`config.mk`:
```
export PLATFORM = sky130hd
export DESIGN_NAME = heart_rate_interval_averager_flat
export DESIGN_NICKNAME = d
export VERILOG_FILES = /design/src/design/hria_pkg.sv /design/src/design/hria_if.sv /design/src/design/heart_rate_interval_averager.sv /design/src/flat_wrapper.sv
export SDC_FILE = /design/constraint.sdc
export NUM_CORES = 1
export LEC_CHECK = 0
export BUFFER_PORTS_ARGS = -buffer_cell sky130_fd_sc_hd__buf_4
export CAP_MARGIN = 20
export CORE_MARGIN = 2
export CORE_UTILIZATION = 44
export DETAILED_ROUTE_END_ITERATION = 10
export PLACE_DENSITY_LB_ADDON = 0.2
export SETUP_SLACK_MARGIN = 0.2
export SYNTH_ARGS = -nofsm -noshare
export SYNTH_HDL_FRONTEND = slang
export SYNTH_SLANG_ARGS = --single-unit
```
`constraint.sdc`:
```
create_clock -name clk -period 4.11 [get_ports clk]
set_input_delay 0.822 -clock clk [delete_from_list [all_inputs] [get_ports clk]]
set_output_delay 0.822 -clock clk [all_outputs]
set_load 0.005 [all_outputs]
```
`src/design/hria_pkg.sv`:
```
// Package for the heart rate interval averager: widths, constants and the
// microcode program (control word type, op and branch codes, program table).
// Depends on nothing; every design file refers to it by scoped names.
package hria_pkg;

	// Field widths of the channels.
	localparam int IR_W   = 18;
	localparam int TIME_W = 32;
	localparam int BPM_W  = 16;
	localparam int AVG_W  = 8;

	// Shared serial divider widths: dividend 15360000 fits 24 bits, divisor
	// is at most 1999 (11 bits), the partial remainder needs one bit more.
	localparam int DVD_W = 24;
	localparam int DVS_W = 11;
	localparam int REM_W = 12;
	localparam int DCNT_W = 5;
	localparam logic [DCNT_W-1:0] DIV_STEPS = 5'd24;

	// Rate arithmetic constants: 60000 ms per minute in Q8.8.
	localparam logic [DVD_W-1:0] RATE_Q8_NUM = 24'd15360000;
	localparam logic [TIME_W-1:0] MIN_INTERVAL = 32'd236;
	localparam logic [TIME_W-1:0] MAX_INTERVAL = 32'd1999;
	localparam logic [IR_W-1:0] THRESH_RESET = 18'd5000;

	// Microcode sequencer.
	localparam int STEP_W = 4;
	localparam int OP_W = 4;
	localparam int COND_W = 3;

	// Datapath operations.
	localparam logic [OP_W-1:0] OP_WAIT     = 4'd0;
	localparam logic [OP_W-1:0] OP_DIFF     = 4'd1;
	localparam logic [OP_W-1:0] OP_LOAD_BPM = 4'd2;
	localparam logic [OP_W-1:0] OP_DIV      = 4'd3;
	localparam logic [OP_W-1:0] OP_STORE    = 4'd4;
	localparam logic [OP_W-1:0] OP_SUM      = 4'd5;
	localparam logic [OP_W-1:0] OP_LOAD_AVG = 4'd6;
	localparam logic [OP_W-1:0] OP_AVG      = 4'd7;
	localparam logic [OP_W-1:0] OP_FINISH   = 4'd8;

	// Branch conditions: true takes jump_true, false takes jump_false.
	localparam logic [COND_W-1:0] C_ALWAYS   = 3'd0;
	localparam logic [COND_W-1:0] C_ACCEPT   = 3'd1;
	localparam logic [COND_W-1:0] C_KEEP     = 3'd2;
	localparam logic [COND_W-1:0] C_DIV_BUSY = 3'd3;
	localparam logic [COND_W-1:0] C_SUM_MORE = 3'd4;
	localparam logic [COND_W-1:0] C_OUT_FULL = 3'd5;

	// Step addresses of the program.
	localparam logic [STEP_W-1:0] S_WAIT     = 4'd0;
	localparam logic [STEP_W-1:0] S_DIFF     = 4'd1;
	localparam logic [STEP_W-1:0] S_RANGE    = 4'd2;
	localparam logic [STEP_W-1:0] S_DIV_BPM  = 4'd3;
	localparam logic [STEP_W-1:0] S_STORE    = 4'd4;
	localparam logic [STEP_W-1:0] S_SUM      = 4'd5;
	localparam logic [STEP_W-1:0] S_LOAD_AVG = 4'd6;
	localparam logic [STEP_W-1:0] S_DIV_AVG  = 4'd7;
	localparam logic [STEP_W-1:0] S_AVG      = 4'd8;
	localparam logic [STEP_W-1:0] S_FINISH   = 4'd9;

	typedef struct packed {
		logic [OP_W-1:0]   op;
		logic [COND_W-1:0] cond;
		logic [STEP_W-1:0] jump_true;
		logic [STEP_W-1:0] jump_false;
	} ucode_t;

	// Program table: one control word per step.
	function automatic ucode_t ucode_rom(input logic [STEP_W-1:0] step);
		ucode_t w;
		case (step)
			S_WAIT:     w = '{OP_WAIT,     C_ACCEPT,   S_DIFF,     S_WAIT};
			S_DIFF:     w = '{OP_DIFF,     C_ALWAYS,   S_RANGE,    S_RANGE};
			S_RANGE:    w = '{OP_LOAD_BPM, C_KEEP,     S_DIV_BPM,  S_FINISH};
			S_DIV_BPM:  w = '{OP_DIV,      C_DIV_BUSY, S_DIV_BPM,  S_STORE};
			S_STORE:    w = '{OP_STORE,    C_ALWAYS,   S_SUM,      S_SUM};
			S_SUM:      w = '{OP_SUM,      C_SUM_MORE, S_SUM,      S_LOAD_AVG};
			S_LOAD_AVG: w = '{OP_LOAD_AVG, C_ALWAYS,   S_DIV_AVG,  S_DIV_AVG};
			S_DIV_AVG:  w = '{OP_DIV,      C_DIV_BUSY, S_DIV_AVG,  S_AVG};
			S_AVG:      w = '{OP_AVG,      C_ALWAYS,   S_FINISH,   S_FINISH};
			S_FINISH:   w = '{OP_FINISH,   C_OUT_FULL, S_FINISH,   S_WAIT};
			default:    w = '{OP_WAIT,     C_ALWAYS,   S_WAIT,     S_WAIT};
		endcase
		return w;
	endfunction

endpackage

```
`src/design/hria_if.sv`:
```
// Valid/ready channel interfaces of the heart rate interval averager:
// sample items, result items and the threshold write channel.
// Depends on hria_pkg for the field widths.
interface hria_sample_if;
	logic                         valid;
	logic                         ready;
	logic [hria_pkg::IR_W-1:0]    ir_sample;
	logic                         beat_seen;
	logic [hria_pkg::TIME_W-1:0]  time_ms;

	modport source (output valid, ir_sample, beat_seen, time_ms, input ready);
	modport sink (input valid, ir_sample, beat_seen, time_ms, output ready);
endinterface

interface hria_result_if;
	logic                        valid;
	logic                        ready;
	logic                        finger_present;
	logic                        beat_accepted;
	logic [hria_pkg::BPM_W-1:0]  bpm_q8;
	logic [hria_pkg::AVG_W-1:0]  average_bpm;

	modport source (output valid, finger_present, beat_accepted, bpm_q8, average_bpm,
		input ready);
	modport sink (input valid, finger_present, beat_accepted, bpm_q8, average_bpm,
		output ready);
endinterface

interface hria_cfg_if;
	logic                       valid;
	logic                       ready;
	logic [hria_pkg::IR_W-1:0]  finger_threshold;

	modport source (output valid, finger_threshold, input ready);
	modport sink (input valid, finger_threshold, output ready);
endinterface

```
`src/design/heart_rate_interval_averager.sv`:
```
// Steps: an item without a kept beat goes through the interval and range steps to the finish step; a kept
// beat also takes the store, sum and average steps and two 24-step passes of the serial divider.
// Throughput: one item at a time; the next is taken once the result is in the output register.
// The output register holds a result until taken while the next item is accepted.
// Reset (arst_n low, asynchronous): history cleared, threshold 5000, no result pending.
// Depends on hria_pkg and the interfaces in hria_if.
module heart_rate_interval_averager #(
	parameter int RING_DEPTH = 4
) (
	input  logic                 clk,
	input  logic                 arst_n,
	hria_sample_if.sink          samples,
	hria_result_if.source        results,
	hria_cfg_if.sink             cfg
);

	localparam int CNT_W = $clog2(RING_DEPTH + 1);
	localparam int IDX_W = (RING_DEPTH > 1) ? $clog2(RING_DEPTH) : 1;
	localparam int SUM_W = hria_pkg::AVG_W + CNT_W;
	localparam logic [CNT_W-1:0] FULL_COUNT = CNT_W'(RING_DEPTH);
	localparam logic [IDX_W-1:0] LAST_IDX = IDX_W'(RING_DEPTH - 1);

	// Sequencer and control state.
	logic [hria_pkg::STEP_W-1:0] step_q;
	hria_pkg::ucode_t            uc;
	logic                        cond_true;
	logic [hria_pkg::IR_W-1:0]   thresh_q;
	logic [CNT_W-1:0]            filled_q;
	logic [IDX_W-1:0]            ring_idx_q;
	logic [hria_pkg::TIME_W-1:0] last_q;
	logic [hria_pkg::BPM_W-1:0]  bpm_q;
	logic [hria_pkg::AVG_W-1:0]  avg_q;
	logic                        accepted_q;
	logic                        out_valid_q;

	// Datapath registers.
	logic [hria_pkg::IR_W-1:0]   ir_q;
	logic                        beat_q;
	logic [hria_pkg::TIME_W-1:0] time_q;
	logic [hria_pkg::TIME_W-1:0] interval_q;
	logic [hria_pkg::DVD_W-1:0]  dvd_q;
	logic [hria_pkg::DVS_W-1:0]  dvs_q;
	logic [hria_pkg::REM_W-1:0]  rem_q;
	logic [hria_pkg::DCNT_W-1:0] div_cnt_q;
	logic [SUM_W-1:0]            sum_q;
	logic [IDX_W-1:0]            sum_idx_q;
	logic [7:0]                  ring_q [RING_DEPTH];
	logic                        out_present_q;
	logic                        out_accepted_q;
	logic [hria_pkg::BPM_W-1:0]  out_bpm_q;
	logic [hria_pkg::AVG_W-1:0]  out_avg_q;

	logic                        in_accept;
	logic                        keep;
	logic                        present;
	logic                        out_full;
	logic                        finish_go;
	logic [hria_pkg::REM_W-1:0]  rem_shift;
	logic                        rem_ge;
	logic [CNT_W-1:0]            sum_next_cnt;

	assign uc = hria_pkg::ucode_rom(step_q);

	// Handshakes.
	assign samples.ready = (uc.op == hria_pkg::OP_WAIT);
	assign in_accept = samples.valid && samples.ready;
	assign cfg.ready = 1'b1;
	assign out_full = out_valid_q && !results.ready;
	assign finish_go = (uc.op == hria_pkg::OP_FINISH) && !out_full;

	// Beat qualification and finger detection.
	assign keep = beat_q && (last_q != '0) && (interval_q >= hria_pkg::MIN_INTERVAL)
		&& (interval_q <= hria_pkg::MAX_INTERVAL);
	assign present = (ir_q >= thresh_q);

	// One restoring division step.
	assign rem_shift = {rem_q[hria_pkg::REM_W-2:0], dvd_q[hria_pkg::DVD_W-1]};
	assign rem_ge = (rem_shift >= {1'b0, dvs_q});

	assign sum_next_cnt = CNT_W'(sum_idx_q) + CNT_W'(1);

	// Branch condition select.
	always_comb begin
		case (uc.cond)
			hria_pkg::C_ALWAYS:   cond_true = 1'b1;
			hria_pkg::C_ACCEPT:   cond_true = in_accept;
			hria_pkg::C_KEEP:     cond_true = keep;
			hria_pkg::C_DIV_BUSY: cond_true = (div_cnt_q != hria_pkg::DCNT_W'(1));
			hria_pkg::C_SUM_MORE: cond_true = (sum_next_cnt < filled_q);
			hria_pkg::C_OUT_FULL: cond_true = out_full;
			default:              cond_true = 1'b1;
		endcase
	end

	// Step counter.
	always_ff @(posedge clk or negedge arst_n) begin
		if (!arst_n) begin
			step_q <= hria_pkg::S_WAIT;
		end else begin
			step_q <= cond_true ? uc.jump_true : uc.jump_false;
		end
	end

	// Threshold register.
	always_ff @(posedge clk or negedge arst_n) begin
		if (!arst_n) begin
			thresh_q <= hria_pkg::THRESH_RESET;
		end else if (cfg.valid && cfg.ready) begin
			thresh_q <= cfg.finger_threshold;
		end
	end

	// History state: ring position, fill count, last beat time, held rates.
	always_ff @(posedge clk or negedge arst_n) begin
		if (!arst_n) begin
			filled_q <= '0;
			ring_idx_q <= '0;
			last_q <= '0;
			bpm_q <= '0;
			avg_q <= '0;
			accepted_q <= 1'b0;
		end else begin
			case (uc.op)
				hria_pkg::OP_WAIT: begin
					accepted_q <= 1'b0;
				end
				hria_pkg::OP_STORE: begin
					bpm_q <= dvd_q[hria_pkg::BPM_W-1:0];
					ring_idx_q <= (ring_idx_q == LAST_IDX) ? '0 : ring_idx_q + IDX_W'(1);
					if (filled_q != FULL_COUNT) begin
						filled_q <= filled_q + CNT_W'(1);
					end
				end
				hria_pkg::OP_AVG: begin
					avg_q <= dvd_q[hria_pkg::AVG_W-1:0];
					accepted_q <= 1'b1;
				end
				hria_pkg::OP_FINISH: begin
					if (finish_go) begin
						if (!present) begin
							filled_q <= '0;
							ring_idx_q <= '0;
							last_q <= '0;
							bpm_q <= '0;
							avg_q <= '0;
						end else if (beat_q) begin
							last_q <= time_q;
						end
					end
				end
				default: begin
				end
			endcase
		end
	end

	// Output register valid flag.
	always_ff @(posedge clk or negedge arst_n) begin
		if (!arst_n) begin
			out_valid_q <= 1'b0;
		end else if (finish_go) begin
			out_valid_q <= 1'b1;
		end else if (results.ready) begin
			out_valid_q <= 1'b0;
		end
	end

	// Datapath: item capture, interval, shared divider, ring and sum.
	always_ff @(posedge clk) begin
		case (uc.op)
			hria_pkg::OP_WAIT: begin
				if (in_accept) begin
					ir_q <= samples.ir_sample;
					beat_q <= samples.beat_seen;
					time_q <= samples.time_ms;
				end
			end
			hria_pkg::OP_DIFF: begin
				interval_q <= time_q - last_q;
			end
			hria_pkg::OP_LOAD_BPM: begin
				dvd_q <= hria_pkg::RATE_Q8_NUM;
				dvs_q <= interval_q[hria_pkg::DVS_W-1:0];
				rem_q <= '0;
				div_cnt_q <= hria_pkg::DIV_STEPS;
			end
			hria_pkg::OP_DIV: begin
				rem_q <= rem_ge ? rem_shift - {1'b0, dvs_q} : rem_shift;
				dvd_q <= {dvd_q[hria_pkg::DVD_W-2:0], rem_ge};
				div_cnt_q <= div_cnt_q - hria_pkg::DCNT_W'(1);
			end
			hria_pkg::OP_STORE: begin
				ring_q[ring_idx_q] <= dvd_q[15:8];
				sum_q <= '0;
				sum_idx_q <= '0;
			end
			hria_pkg::OP_SUM: begin
				sum_q <= sum_q + SUM_W'(ring_q[sum_idx_q]);
				sum_idx_q <= sum_idx_q + IDX_W'(1);
			end
			hria_pkg::OP_LOAD_AVG: begin
				dvd_q <= hria_pkg::DVD_W'(sum_q);
				dvs_q <= hria_pkg::DVS_W'(filled_q);
				rem_q <= '0;
				div_cnt_q <= hria_pkg::DIV_STEPS;
			end
			hria_pkg::OP_FINISH: begin
				if (finish_go) begin
					out_present_q <= present;
					out_accepted_q <= accepted_q;
					out_bpm_q <= present ? bpm_q : '0;
					out_avg_q <= present ? avg_q : '0;
				end
			end
			default: begin
			end
		endcase
	end

	// Result channel.
	assign results.valid = out_valid_q;
	assign results.finger_present = out_present_q;
	assign results.beat_accepted = out_accepted_q;
	assign results.bpm_q8 = out_bpm_q;
	assign results.average_bpm = out_avg_q;

endmodule

```
`src/flat_wrapper.sv`:
```
// flat-port wrapper written by rule: the top's interface ports become plain ports
module heart_rate_interval_averager_flat 
#(
	parameter int RING_DEPTH = 4
)
  (clk, arst_n, samples_valid, samples_ir_sample, samples_beat_seen, samples_time_ms, samples_ready, results_valid, results_finger_present, results_beat_accepted, results_bpm_q8, results_average_bpm, results_ready, cfg_valid, cfg_finger_threshold, cfg_ready);
  hria_sample_if samples_i ();
  hria_result_if results_i ();
  hria_cfg_if cfg_i ();
  input  logic clk;
  input  logic arst_n;
  input wire logic [$bits(samples_i.valid)-1:0] samples_valid;
  input wire logic [$bits(samples_i.ir_sample)-1:0] samples_ir_sample;
  input wire logic [$bits(samples_i.beat_seen)-1:0] samples_beat_seen;
  input wire logic [$bits(samples_i.time_ms)-1:0] samples_time_ms;
  output wire logic [$bits(samples_i.ready)-1:0] samples_ready;
  output wire logic [$bits(results_i.valid)-1:0] results_valid;
  output wire logic [$bits(results_i.finger_present)-1:0] results_finger_present;
  output wire logic [$bits(results_i.beat_accepted)-1:0] results_beat_accepted;
  output wire logic [$bits(results_i.bpm_q8)-1:0] results_bpm_q8;
  output wire logic [$bits(results_i.average_bpm)-1:0] results_average_bpm;
  input wire logic [$bits(results_i.ready)-1:0] results_ready;
  input wire logic [$bits(cfg_i.valid)-1:0] cfg_valid;
  input wire logic [$bits(cfg_i.finger_threshold)-1:0] cfg_finger_threshold;
  output wire logic [$bits(cfg_i.ready)-1:0] cfg_ready;
  assign samples_i.valid = samples_valid;
  assign samples_i.ir_sample = samples_ir_sample;
  assign samples_i.beat_seen = samples_beat_seen;
  assign samples_i.time_ms = samples_time_ms;
  assign samples_ready = samples_i.ready;
  assign results_valid = results_i.valid;
  assign results_finger_present = results_i.finger_present;
  assign results_beat_accepted = results_i.beat_accepted;
  assign results_bpm_q8 = results_i.bpm_q8;
  assign results_average_bpm = results_i.average_bpm;
  assign results_i.ready = results_ready;
  assign cfg_i.valid = cfg_valid;
  assign cfg_i.finger_threshold = cfg_finger_threshold;
  assign cfg_ready = cfg_i.ready;
  heart_rate_interval_averager #(.RING_DEPTH(RING_DEPTH)) u_core (.clk(clk), .arst_n(arst_n), .samples(samples_i), .results(results_i), .cfg(cfg_i));
endmodule
```
# == Word level (Yosys, flattened, before mapping) ==
# Memories as Yosys holds them, arrays and structs flattened. A register that Yosys moved wholly into a read port is not among the register bits.
# Index checks and enable logic that the tools add are counted.
# op_classes
n_reduce_logical,26
mux,31
magnitude_cmp,5
eq_ne,20
addsub,8
# ops
operator,n
$pmux W24 S3,1
$pmux W11 S2,3
$mux W32,2
$ge A32 B8 Y1 const B,1
$le A32 B11 Y1 const B,1
$mux W16,2
$pmux W16 S2,1
$reduce_bool A32 Y1,1
$sub A32 B32 Y32,1
$ge A18 B18 Y1,1
$eq A4 B3 Y1 const B,4
$mux W8,2
$pmux W8 S2,1
$reduce_bool A2 Y1,7
$ge A12 B11 Y1,1
$add A11 B8 Y11,1
$mux W11,1
$sub A11 B11 Y11,1
$pmux W5 S2,1
$mux W3,3
$eq A4 B2 Y1 const B,2
$mux W2,4
$pmux W2 S2,2
$reduce_and A2 Y1,4
other kinds (27),42
# totals
ram_bits,32
romBits,240
memories,2
elab_cells,115
regBits,258
# mem_list
memory,depth,word_bits,read_ports,rd_ports_with_merged_regs,wr,line,rtl
(name not given),16,15,1,0,0,hria_pkg.sv:72,case (step)
u_core.ring_q,4,8,1,1,1,heart_rate_interval_averager.sv:47,logic [7:0] ring_q [RING_DEPTH];

# == Logic depth before layout (Yosys ltp) ==
# logic_depth
ltp_word,6
mapped_depth,14
depth_no_buf,13

# == Worst setup path before layout ==
# Ideal clock, no wire load.
# synth_path
kind,register -> register
start,reg u_core.step_q[0] in the netlist's numbering
end,reg u_core.interval_q[0] in the netlist's numbering (enable)
stages_incl_launch_ff,4
arrival_ns,3.944
slack_ns,-0.336
cell_sequence,dfrtp_1 > clkbuf_1 > inv_1 > nor4_1
# synth_between
elab_chain_cells,2
# synth_rtl
item,line,rtl
from (decl),heart_rate_interval_averager.sv:24,logic [hria_pkg::STEP_W-1:0] step_q;
from (signal assigned),heart_rate_interval_averager.sv:98,step_q <= hria_pkg::S_WAIT;
from (signal assigned),heart_rate_interval_averager.sv:100,step_q <= cond_true ? uc.jump_true : uc.jump_false;
$mem_v2 Z16 W15,-,
$eq A4 B1 Y1,heart_rate_interval_averager.sv:170,case (uc.op)
to (signal assigned),heart_rate_interval_averager.sv:179,interval_q <= time_q - last_q;
to (decl),heart_rate_interval_averager.sv:40,logic [hria_pkg::TIME_W-1:0] interval_q;
# Every way passes these cells.
# A chain may end at the register's enable or synchronous reset.

# == Final worst setup path ==
# layout_path
start,reg u_core.step_q[0] in the netlist's numbering
end,out samples_ready
# layout_between
elab_chain_cells,2
# layout_rtl
item,line,rtl
$mem_v2 Z16 W15,-,
$logic_not A4 Y1,heart_rate_interval_averager.sv:65,assign samples.ready = (uc.op == hria_pkg::OP_WAIT);
to (decl),flat_wrapper.sv:16,output wire logic [$bits(samples_i.ready)-1:0] samples_ready;
# Every way passes these cells.

==> flow_metrics.tcl <==
set metrics [dict create \
    clock_sinks 292 \
    grt_pass1_vias 8747 \
    finalCritPeriodShare_pct 77.60 \
    synth.cell_area_um2 13800 \
    design_area_um2 16240 \
    seq_power_share_pct 41.3 \
    finClkSkew_ns 0.01593 \
    fillerInstances 2660 \
    clockBufferDepth 3 \
    cp.required_ns 3.29 \
    yosysSeqAreaShare_pct 60.38 \
    final-seq-area_um2 8329 \
    hold_path.class "in -> async" \
    leakage_nw 6.627 \
    arrival_ns 2.37 \
    hpwlAfterDp_mm 19.95 \
    portBuffers 101 \
    drc 0 \
    drtAntennaViolNets 0 \
    gr-usage-met2_pct 28.72 \
    p_sw_mw 3.998 \
    max_stage_delay_ns 0.60 \
    drv_slew 0 \
    synth_common_cells "edfxtp_1, inv_1, ha_1" \
    path_class "reg -> out" \
    rows 64 \
    synth_area_leaders "edfxtp_1, dfrtp_1, ha_1" \
    p_int_mw 8.007 \
    antenna_cells 0 \
    grt_overflow_total 0 \
    areaGrowthSynthToFinish_pct 17.72 \
    worstRegToRegCells 13 \
    core_um2 30750 \
    wl_mm 28.10 \
    finalHoldViolCount 0 \
    globalRouteMet3Util_pct 2.802 \
    combinationalPowerShare_pct 33.3 \
    fp.dieH_um 181.1 \
    cts_tree "built" \
    postLayoutCoreUtil_pct 52.82 \
    synth_area_per_cell_um2 12.65 \
    finalWeightedCongestion 0.8597 \
    first_iter_violations 498 \
    timing.critical_path.slowest_stage_cell "dfrtp_1" \
    path_max_fanout 11 \
    cts_buffers 34 \
    grt_pass1_wl_mm 45.93 \
    cp_top_family "flip-flops" \
    peakVddDrop_uv 377.3 \
    end_kind "primary output" \
    wl_per_cell_um 17.19 \
    synth_top_area_share_pct 44.62 \
    relSlewSlack_pct 33.34 \
    first_pass_iters 4 \
    cts_resized 0 \
    synth.most_common_cell "edfxtp_1" \
    rsz0062_at_grt "false" \
    tightest_slew_ns 0.9976 \
    clkPwrFrac_pct 25.4 \
    route.vias.total 8667 \
    synth_top_area_cell "edfxtp_1" \
    htreeDepth 2 \
    fmax_ghz 0.3135 \
    multi_input_area_um2 5011 \
    cap_violations 0 \
    drive_above_1_share_pct 16.30 \
    die_w_um 181.1 \
    nets 1374 \
    postCtsSetupRepairBufs 0 \
    cts.clk_slew.worst_paths_ns 0.06 \
    start_util_pct 44.86 \
    swShare_pct 33.31 \
    io_pins 103 \
    status "finished, final reports clean" \
    die-area_um2 32790 \
    placed_cell_area_um2 15100 \
    ys_async_sr_fraction_pct 29.11 \
    cts-root-buf "clkbuf_16" \
    clk_latency_ns 0.52 \
    synthCells 1091 \
    setup_tns_ns 0 \
    p_per_area_nw_per_um2 739.2 \
    cp.depth 5 \
    critPathBufInv 2 \
    via_per_inst 5.301 \
    crit_chain "inv_1 > ha_1 > o21ai_0 > o21a_1 > buf_4" \
    antenna_found_initial 0 \
    ys.flop_type "edfxtp_1" \
    finalCriticalPeriod_ns 3.189 \
    hold_buffers 0 \
    grt.busiest_layer "met2" \
    synth_edf_count 205 \
    synth_seq_cells 292 \
    ys_types 70 \
    grt_max_degree 63 \
    yosys_warnings 0 \
    cp-start-kind "flop" \
    grt_use_total_pct 17.44 \
    setup_viol 0 \
    grt_use_met1_pct 23.86 \
    synth_nets 1252 \
]
## routing by layer
| layer | routed length (um) | vias up |
|---|---|---|
| met2 | 13150 | 173 |
| met1 | 13080 | 4210 |
| met5 | 0 | - |
| met4 | 663 | 0 |
| met3 | 1213 | 40 |
| li1 | - | 4244 |
## cell families after synthesis
logic type | after synthesis | share of synthesized area [%]
multiplexers | 19 | 2.213
other | 1 | 0.02718
buffers and inverters | 124 | 3.510
AO/OA/AOI/OAI | 244 | 12.53
flip-flops | 292 | 60.38
adder cells (fa/ha/maj) | 87 | 8.054
AND/OR/NAND/NOR | 277 | 10.30
XOR/XNOR | 47 | 2.984
## placed cells by master, fill, tap and decap left out, types with 9 or more instances in the layout
cell type	Yosys	final
o21a_1	9	9
nor4_1	17	15
clkbuf_16	0	35
nand3_1	11	11
nor2_1	67	67
dfrtp_1	80	80
mux4_2	9	9
inv_1	92	92
xnor2_1	31	31
xor2_1	16	16
nor2b_1	45	44
nand2_1	56	56
o21ai_0	40	40
buf_4	1	114
and2_1	19	18
a21oi_1	45	45
ha_1	84	84
edfxtp_1	205	205
nand4_1	15	15
a21o_1	29	29
nor3_1	15	15
and3_1	9	9
a22o_1	68	68
## power groups by stage
stage / clock network (mW) / logic [mW] / registers [mW]
6_report: 3.05 / 4.00 / 4.95
5_1_grt: 3.22 / 4.50 / 5.05
4_1_cts: 3.11 / 4.05 / 4.95
3_5_place_dp: 0 / 4.01 / 5.00
3_3_place_gp: 0 / 3.94 / 4.99
2_1_floorplan: 0 / 3.11 / 4.75
## sequential cells by signal, summed over array words and instances, names as in the netlist, 16 cells and up, named ones only
name                   cells
u_core.time_q             32
u_core.ring_q             32
u_core.thresh_q           18
u_core.results.bpm_q8     16
u_core.interval_q         32
u_core.ir_q               18
u_core.last_q             32
u_core.bpm_q              16
u_core.dvd_q              24
## stage by stage
stage          hold WS [ns]  cells  worst slack (ns)  power, mW
2_1_floorplan        0.4249   1091            0.4208      7.859
3_3_place_gp         0.4359   1571            0.9599      8.928
3_5_place_dp         0.4421   1573             1.006      9.013
4_1_cts              0.4392   1635            0.9081      12.11
5_1_grt              0.4616   1635            0.7207      12.78
6_report             0.4002   1635            0.9206      12.01
## area by class of cell
cell class / count / share of cell area (%)
Tap cell: 396 / 3.051
Clock buffer: 42 / 5.678
Sequential cell: 292 / 51.29
Inverter: 93 / 2.149
Multi-Input combinational cell: 675 / 30.86
Timing Repair Buffer: 117 / 5.632
Clock inverter: 20 / 1.348
## final timing paths
path / startpoint / end / slack (ns)
worst max-delay path: u_core.step_q[0]$_DFF_PN0_ / samples_ready / 0.92
min in group clk: u_core.accepted_q$_DFFE_PN0P_ / u_core.results.beat_accepted$_DFFE_PP_ / 0.47
worst min-delay path: arst_n / u_core.last_q[10]$_DFFE_PN0P_ / 0.40
worst max register to register: flop / u_core.sum_q[10]$_SDFFCE_PP0N_ / 1.00
worst min register to register: u_core.accepted_q$_DFFE_PN0P_ / u_core.results.beat_accepted$_DFFE_PP_ / 0.47
max in group asynchronous: arst_n / u_core.bpm_q[7]$_DFFE_PN0P_ / 2.84
## worst reg2reg max path: stages, from the launching register on
cell	delay [ns]
dfxtp_1	0.51
mux4_2	0.56
ha_1	0.21
inv_1	0.07
fa_1	0.17
nor2b_1	0.05
o21ai_0	0.23
a21boi_0	0.16
o21ai_0	0.22
a21boi_0	0.15
o21ai_0	0.23
a21oi_1	0.12
xnor2_1	0.13
nor2_1	0.05
Power figures use the tool's default switching activity.
